**config.mk**
```make
export PLATFORM = sky130hd
export DESIGN_NAME = lru_key_value_cache_top
export DESIGN_NICKNAME = d
export VERILOG_FILES = /design/src/sv/lkvc_pkg.sv /design/src/sv/lkvc_store.sv /design/src/sv/lru_key_value_cache_top.sv
export SDC_FILE = /design/constraint.sdc
export NUM_CORES = 2
export LEC_CHECK = 0
export BUFFER_PORTS_ARGS = -buffer_cell sky130_fd_sc_hd__buf_2
export CAP_MARGIN = 30
export CORE_UTILIZATION = 49
export DETAILED_ROUTE_END_ITERATION = 10
export GPL_TIMING_DRIVEN = 1
export PLACE_DENSITY = 0.76
export SLEW_MARGIN = 25
export SYNTH_ARGS = -nofsm -noshare
export SYNTH_HDL_FRONTEND = slang
export SYNTH_SLANG_ARGS = --single-unit
```
**constraint.sdc**
```tcl
create_clock -name clk_i -period 10.1 [get_ports clk_i]
set_input_delay 1.01 -clock clk_i [delete_from_list [all_inputs] [get_ports clk_i]]
set_output_delay 1.01 -clock clk_i [all_outputs]
set_load 0.005 [all_outputs]
```
**src/sv/lkvc_pkg.sv**
```systemverilog
// ----------------------------------------------------------------------------
// LRU key/value cache package
// Sizes, operation codes and the request/response types shared by the cache
// datapath and its top level.
// ----------------------------------------------------------------------------
package lkvc_pkg;

  localparam int Entries = 16;
  localparam int RankW   = (Entries > 1) ? $clog2(Entries) : 1;
  localparam int FillW   = $clog2(Entries + 1);
  localparam int CapW    = 5;
  localparam int KeyW    = 32;
  localparam int ValW    = 31;
  localparam int OutW    = 32;
  localparam int CapReset = 16;

  typedef enum logic {
    OP_GET = 1'b0,
    OP_SET = 1'b1
  } op_e;

  typedef struct packed {
    logic            valid;
    op_e             op;
    logic [KeyW-1:0] key;
    logic [ValW-1:0] value;
  } req_t;

  typedef struct packed {
    logic            hit;
    logic [ValW-1:0] value;
  } rsp_t;

endpackage

```
**src/sv/lkvc_store.sv**
```systemverilog
// ----------------------------------------------------------------------------
// LRU key/value cache store
// Register-based CAM with recency ranks. Looks up, refreshes, updates and
// inserts for each request, with a combinational compare and registered state.
// ----------------------------------------------------------------------------
module lkvc_store (
  input  logic                       clk_i,
  input  logic                       rst_ni,
  input  logic                       cfg_we_i,
  input  logic [lkvc_pkg::CapW-1:0]  cfg_wdata_i,
  input  lkvc_pkg::req_t             req_i,
  output lkvc_pkg::rsp_t             rsp_o
);

  localparam int N     = lkvc_pkg::Entries;
  localparam int RankW = lkvc_pkg::RankW;
  localparam int FillW = lkvc_pkg::FillW;
  localparam int CapW  = lkvc_pkg::CapW;
  localparam int CmpW  = (FillW > CapW) ? FillW : CapW;

  logic [lkvc_pkg::KeyW-1:0] key_q   [N];
  logic [lkvc_pkg::ValW-1:0] value_q [N];
  logic [N-1:0]              valid_q, valid_d;
  logic [RankW-1:0]          rank_q  [N];
  logic [RankW-1:0]          rank_d  [N];
  logic [FillW-1:0]          fill_q, fill_d;
  logic [CapW-1:0]           cap_q;

  logic [N-1:0]              match;
  logic                      hit;
  logic [RankW-1:0]          hit_rank;
  logic [lkvc_pkg::ValW-1:0] hit_value;
  logic [FillW-1:0]          cap_eff;
  logic [CmpW-1:0]           cap_w;
  logic                      evict;
  logic [N-1:0]              oldest;
  logic [N-1:0]              kept;
  logic [N-1:0]              slot;
  logic                      found;
  logic [N-1:0]              key_we;
  logic [N-1:0]              value_we;

  // A capacity of zero behaves as one; anything above the entry count saturates.
  always_comb begin
    cap_w = CmpW'(cap_q);
    if (cap_q == '0) begin
      cap_eff = FillW'(1);
    end else if (cap_w > CmpW'(N)) begin
      cap_eff = FillW'(N);
    end else begin
      cap_eff = FillW'(cap_w);
    end
  end

  always_comb begin
    hit_rank  = '0;
    hit_value = '0;
    for (int i = 0; i < N; i++) begin
      match[i] = valid_q[i] && (key_q[i] == req_i.key);
      if (match[i]) begin
        hit_rank  = hit_rank | rank_q[i];
        hit_value = hit_value | value_q[i];
      end
    end
    hit = |match;
  end

  // The valid ranks always form 0 .. fill-1, so the least recent entry is
  // simply the one whose rank equals fill-1.
  always_comb begin
    evict = (fill_q >= cap_eff);
    for (int i = 0; i < N; i++) begin
      oldest[i] = valid_q[i] && (FillW'(rank_q[i]) == (fill_q - FillW'(1)));
    end
    kept  = evict ? (valid_q & ~oldest) : valid_q;
    found = 1'b0;
    for (int i = 0; i < N; i++) begin
      slot[i] = !kept[i] && !found;
      found   = found | !kept[i];
    end
  end

  always_comb begin
    valid_d  = valid_q;
    fill_d   = fill_q;
    key_we   = '0;
    value_we = '0;
    for (int i = 0; i < N; i++) begin
      rank_d[i] = rank_q[i];
    end
    if (req_i.valid) begin
      if (hit) begin
        for (int i = 0; i < N; i++) begin
          if (match[i]) begin
            rank_d[i] = '0;
          end else if (valid_q[i] && (rank_q[i] < hit_rank)) begin
            rank_d[i] = rank_q[i] + RankW'(1);
          end
        end
        if (req_i.op == lkvc_pkg::OP_SET) begin
          value_we = match;
        end
      end else if ((req_i.op == lkvc_pkg::OP_SET) && found) begin
        valid_d  = kept | slot;
        key_we   = slot;
        value_we = slot;
        fill_d   = fill_q - FillW'(evict) + FillW'(1);
        for (int i = 0; i < N; i++) begin
          if (kept[i]) begin
            rank_d[i] = rank_q[i] + RankW'(1);
          end else begin
            rank_d[i] = '0;
          end
        end
      end
    end
  end

  always_ff @(posedge clk_i or negedge rst_ni) begin
    if (!rst_ni) begin
      cap_q   <= CapW'(lkvc_pkg::CapReset);
      valid_q <= '0;
      fill_q  <= '0;
      for (int i = 0; i < N; i++) begin
        rank_q[i] <= '0;
      end
    end else if (cfg_we_i) begin
      cap_q   <= cfg_wdata_i;
      valid_q <= '0;
      fill_q  <= '0;
      for (int i = 0; i < N; i++) begin
        rank_q[i] <= '0;
      end
    end else begin
      valid_q <= valid_d;
      fill_q  <= fill_d;
      for (int i = 0; i < N; i++) begin
        rank_q[i] <= rank_d[i];
      end
    end
  end

  always_ff @(posedge clk_i) begin
    for (int i = 0; i < N; i++) begin
      if (key_we[i]) begin
        key_q[i] <= req_i.key;
      end
      if (value_we[i]) begin
        value_q[i] <= req_i.value;
      end
    end
  end

  assign rsp_o.hit   = hit;
  assign rsp_o.value = hit_value;

endmodule

```
**src/sv/lru_key_value_cache_top.sv**
```systemverilog
// ----------------------------------------------------------------------------
// LRU key/value cache top level
// Input register, CAM store and result register.
// ----------------------------------------------------------------------------
// Usage:
//   Requests arrive on in_valid_i/in_stall_o with opcode_i, key_i, value_i.
//   A get produces one result transaction on out_valid_o/out_stall_i with
//   hit_o and read_value_o (the stored value, or all ones on a miss); a set
//   produces none.
//   Each accepted transaction is held in the input register and resolved
//   against the store from there; a get result is captured in the result
//   register and presented from it. One transaction can be accepted every
//   cycle while in_stall_o is low; the store's compare and rank update set this.
//   A pending get waits in the input register while the result register is
//   full and stalled, and in_stall_o is raised until the result is taken.
//   Sets are never held by a stalled receiver.
//   Reset empties the store and sets the capacity to sixteen. Writing the
//   capacity through cfg_we_i/cfg_wdata_i empties the store as well; the user
//   must do it only while the block is idle, which the block does not enforce.
// ----------------------------------------------------------------------------
module lru_key_value_cache_top (
  input  logic                               clk_i,
  input  logic                               rst_ni,
  input  logic                               cfg_we_i,
  input  logic [lkvc_pkg::CapW-1:0]          cfg_wdata_i,
  input  logic                               in_valid_i,
  output logic                               in_stall_o,
  input  logic                               opcode_i,
  input  logic signed [lkvc_pkg::KeyW-1:0]   key_i,
  input  logic [lkvc_pkg::ValW-1:0]          value_i,
  output logic                               out_valid_o,
  input  logic                               out_stall_i,
  output logic                               hit_o,
  output logic signed [lkvc_pkg::OutW-1:0]   read_value_o
);

  logic                              pipe_valid_q, pipe_valid_d;
  lkvc_pkg::op_e                     pipe_op_q;
  logic [lkvc_pkg::KeyW-1:0]         pipe_key_q;
  logic [lkvc_pkg::ValW-1:0]         pipe_value_q;
  logic                              proc;
  logic                              accept;
  logic                              out_valid_q, out_valid_d;
  logic                              hit_q;
  logic [lkvc_pkg::OutW-1:0]         read_value_q;
  logic                              load_out;
  lkvc_pkg::req_t                    req;
  lkvc_pkg::rsp_t                    rsp;

  // A get may only be resolved when the result register is free or draining.
  assign proc = pipe_valid_q &&
                ((pipe_op_q == lkvc_pkg::OP_SET) || !out_valid_q || !out_stall_i);
  assign in_stall_o   = pipe_valid_q && !proc;
  assign accept       = in_valid_i && !in_stall_o;
  assign pipe_valid_d = accept || (pipe_valid_q && !proc);
  assign load_out     = proc && (pipe_op_q == lkvc_pkg::OP_GET);

  always_comb begin
    out_valid_d = out_valid_q;
    if (load_out) begin
      out_valid_d = 1'b1;
    end else if (out_valid_q && !out_stall_i) begin
      out_valid_d = 1'b0;
    end
  end

  assign req.valid = proc;
  assign req.op    = pipe_op_q;
  assign req.key   = pipe_key_q;
  assign req.value = pipe_value_q;

  lkvc_store u_store (
    .clk_i       (clk_i),
    .rst_ni      (rst_ni),
    .cfg_we_i    (cfg_we_i),
    .cfg_wdata_i (cfg_wdata_i),
    .req_i       (req),
    .rsp_o       (rsp)
  );

  always_ff @(posedge clk_i or negedge rst_ni) begin
    if (!rst_ni) begin
      pipe_valid_q <= 1'b0;
      out_valid_q  <= 1'b0;
    end else begin
      pipe_valid_q <= pipe_valid_d;
      out_valid_q  <= out_valid_d;
    end
  end

  always_ff @(posedge clk_i) begin
    if (accept) begin
      pipe_op_q    <= lkvc_pkg::op_e'(opcode_i);
      pipe_key_q   <= key_i;
      pipe_value_q <= value_i;
    end
    if (load_out) begin
      hit_q        <= rsp.hit;
      read_value_q <= rsp.hit ? {1'b0, rsp.value} : '1;
    end
  end

  assign out_valid_o  = out_valid_q;
  assign hit_o        = hit_q;
  assign read_value_o = read_value_q;

endmodule

```
==> flow_metrics.py <==
metrics = {
    "status": {
        "status": "finished clean",
    },
    "timing": {
        "min_period_ns": 6.64,
        "slew_violations": 0,
        "fmax_mhz": 151,
        "rsz0062_at_grt": "no",
        "clock_skew_ns": 0.0470,
        "tightest_slew_ns": 1.02,
        "finalWorstSetupSlack_ns": 3.46,
        "fin_tns_setup_ns": 0,
        "slew_headroom_pct": 31.9,
        "hold_viol": 0,
        "finalSetupViolCount": 0,
        "fin_crit_sh_pct": 65.7,
    },
    "setup_path": {
        "path_max_fanout": 38,
        "ff2ff_path_depth": 16,
        "arrival_ns": 6.95,
        "crit_start": "pipe_key_q[25]",
        "start_kind": "flop",
        "cp-endpoint": "u_store.value_q[0][69]",
        "critPathRequiredTime_ns": 10.41,
        "worstSetupEndpointType": "flop",
        "rrSetupSlack_ns": 3.46,
        "criticalPathCategory": "reg2reg",
        "r2r_start": "pipe_key_q[25]",
        "timing.rr.end": "u_store.value_q[0][69]",
    },
    "grt": {
        "grt_max_degree": 54,
        "antenna_found_initial": 0,
        "gr-max-usage-layer": "met2",
        "grtUsageMet2_pct": 38.8,
        "grt_overflow_total": 0,
        "groute.usage.overall_pct": 24.6,
        "grtUsageMet3_pct": 5.17,
        "grt_pass1_vias": 29800,
        "grt_use_met1_pct": 33.7,
        "grt_pass1_wl_um": 194000,
    },
    "place": {
        "port_buffers": 108,
        "dp_slack_ns": 3.69,
        "dp_hpwl_um": 73000,
        "placed_cells": 4690,
        "gp_congestion": 0.934,
    },
    "synth": {
        "synth_edf_count": 1105,
        "synthAdderAreaFrac_pct": 1.87,
        "synthesis.area_um2": 51000,
        "avgSynthCellArea_um2": 15.5,
        "muxShareOfSynthArea_pct": 0.336,
        "synth_compound_gate_area_share_pct": 8.12,
        "ys_types": 81,
        "synthArstFlopShare_pct": 7.69,
        "synth_ff_type": "edfxtp_1",
        "synth_cells": 3291,
        "syn_nets": 3441,
        "synthSimpleGateAreaFrac_pct": 7.38,
        "synth.ff_latch_count": 1197,
        "synth_top_family_by_area": "XOR/XNOR gates",
        "synth_seq_area_share_pct": 69.6,
        "synth_xor_area_share_pct": 10.2,
        "yosysWarnings": 0,
    },
    "cts": {
        "path_clk_slew_ns": 0.06,
        "cts_setup_buffers": 0,
        "numCtsBuffers": 114,
        "cts_resized": 0,
        "clock_sinks": 1197,
        "cts_tree": "built",
        "holdBufCountCts": 0,
        "cts_htree_levels": 3,
        "clockRootBuffer": "clkbuf_16",
        "clk_latency_ns": 0.72,
        "clockBufferDepth": 3,
    },
    "finish": {
        "syn_to_final_growth_pct": 11.4,
        "layout_common_cells": "edfxtp_1 (1105), xnor2_1 (333), xor2_1 (240)",
        "final_nets": 3592,
        "fillers": 7830,
        "diodes": 0,
        "final_cells": 4901,
        "final_common_cell": "edfxtp_1",
        "drive_gt1_share_pct": 12.9,
    },
    "floorplanning": {
        "core-area_um2": 102000,
        "chipWidth_um": 324,
        "die_y_um": 324,
        "pin_count": 109,
        "start_util_pct": 49.7,
        "rows": 117,
        "fp.dieArea_um2": 105000,
    },
    "pwr": {
        "p_leak_nw": 18.5,
        "p_total_mw": 10.2,
        "power_density_nw_per_um2": 179,
        "peakVddDrop_mv": 0.161,
    },
    "route": {
        "wl_um": 132000,
        "routed_via_density": 6.25,
        "firstDrtPassIters": 5,
        "detail_route.iter0.violations": 4048,
        "ant_nets": 0,
        "drc": 0,
        "num_vias": 30600,
        "wl_per_cell_um": 26.8,
    },
    "min_path": {
        "worst_hold_path_type": "in2async",
    },
    "flow_run": {
        "drv_cap": 0,
    },
}
[worst max-delay path, stage by stage, from the launching register on]
cell and delay, ns:
edfxtp_1 1.01, buf_4 0.45, xor2_1 0.21, nor4_1 0.09, nand2_1 0.12, nor3_2 0.06
buf_4 0.33, or4_1 0.66, nor4_4 0.27, buf_4 0.41, inv_2 0.49, nor3_4 0.30
buf_4 0.35, and3_1 0.21, buf_4 0.40, a21o_2 0.16, buf_4 0.61
[worst min path at each step]
stage	start	slack [ns]	to
finish	rst_ni	0.31	u_store.rank_q[20]
global route	rst_ni	0.34	u_store.rank_q[20]
CTS	rst_ni	0.31	u_store.fill_q[1]
detailed placement	u_store.cap_q[0]	0.50	u_store.cap_q[0]
global placement	u_store.cap_q[0]	0.50	u_store.cap_q[0]
floorplan	u_store.cap_q[0]	0.48	u_store.cap_q[0]
[where the power goes]
part | switching, mW | internal (mW) | leakage (nW)
sequential | 0.0724 | 5.48 | 11.2
clock | 1.85 | 2.26 | 1.72
combinational | 0.322 | 0.165 | 5.57
total | 2.24 | 7.91 | 18.5
[layer usage]
layer / vias up / wire length (um)
li1: 13100 / -
met3: 313 / 14500
met1: 15300 / 51600
met2: 1879 / 60700
met5: - / 0
met4: 0 / 4810
[synthesized netlist by cell type, drive strengths merged (60+ instances only)]
| library cell | number | area (um^2) |
|---|---|---|
| a221oi | 100 | 876 |
| a22o | 105 | 920 |
| a22oi | 74 | 556 |
| and3 | 60 | 390 |
| buf | 98 | 796 |
| clkbuf | 74 | 278 |
| dfrtp | 91 | 2280 |
| edfxtp | 1105 | 33200 |
| ha | 76 | 951 |
| nand2 | 79 | 299 |
| nand3 | 73 | 365 |
| nand4 | 131 | 820 |
| nor2 | 72 | 270 |
| nor4 | 78 | 509 |
| o21ai | 68 | 344 |
| xnor2 | 334 | 2940 |
| xor2 | 240 | 2100 |
[through the flow]
| stage | hold slack [ns] | util [%] | area [um^2] |
|---|---|---|---|
| 6_report | 0.309 | 55.4 | 56800 |
| 5_1_grt | 0.339 | 55.4 | 56800 |
| 4_1_cts | 0.309 | 55.4 | 56700 |
| 3_5_place_dp | 0.499 | 51.9 | 53200 |
| 3_3_place_gp | 0.502 | 51.7 | 53000 |
| 2_1_floorplan | 0.481 | - | 51000 |
[registers in the layout, summed over array words and instances, names as in the netlist, 5 cells and up]
| register | flops |
|---|---|
| pipe_key_q | 32 |
| pipe_value_q | 31 |
| read_value_o | 32 |
| u_store.cap_q | 5 |
| u_store.fill_q | 5 |
| u_store.key_q | 512 |
| u_store.rank_q | 64 |
| u_store.valid_q | 16 |
| u_store.value_q | 496 |
[cells by family after synthesis]
kind of cell,after synthesis
DFF,1197
and+or+nand+nor,658
xor gates and xnor gates,580
AOI/OAI and AO/OA,539
buffers and inverters,225
adders and majority gates,76
muxes,16
[cell type report]
class | instances | area [um^2] | share of cell area (%)
Inverter | 53 | 199 | 0.350
Clock inverter | 67 | 614 | 1.08
Multi-Input combinational cell | 1869 | 14400 | 25.4
Tap cell | 1368 | 1710 | 3.01
Clock buffer | 140 | 2950 | 5.19
Sequential cell | 1197 | 35500 | 62.5
Timing Repair Buffer | 207 | 1410 | 2.49
No activity file was read; power rests on OpenSTA's default activity.
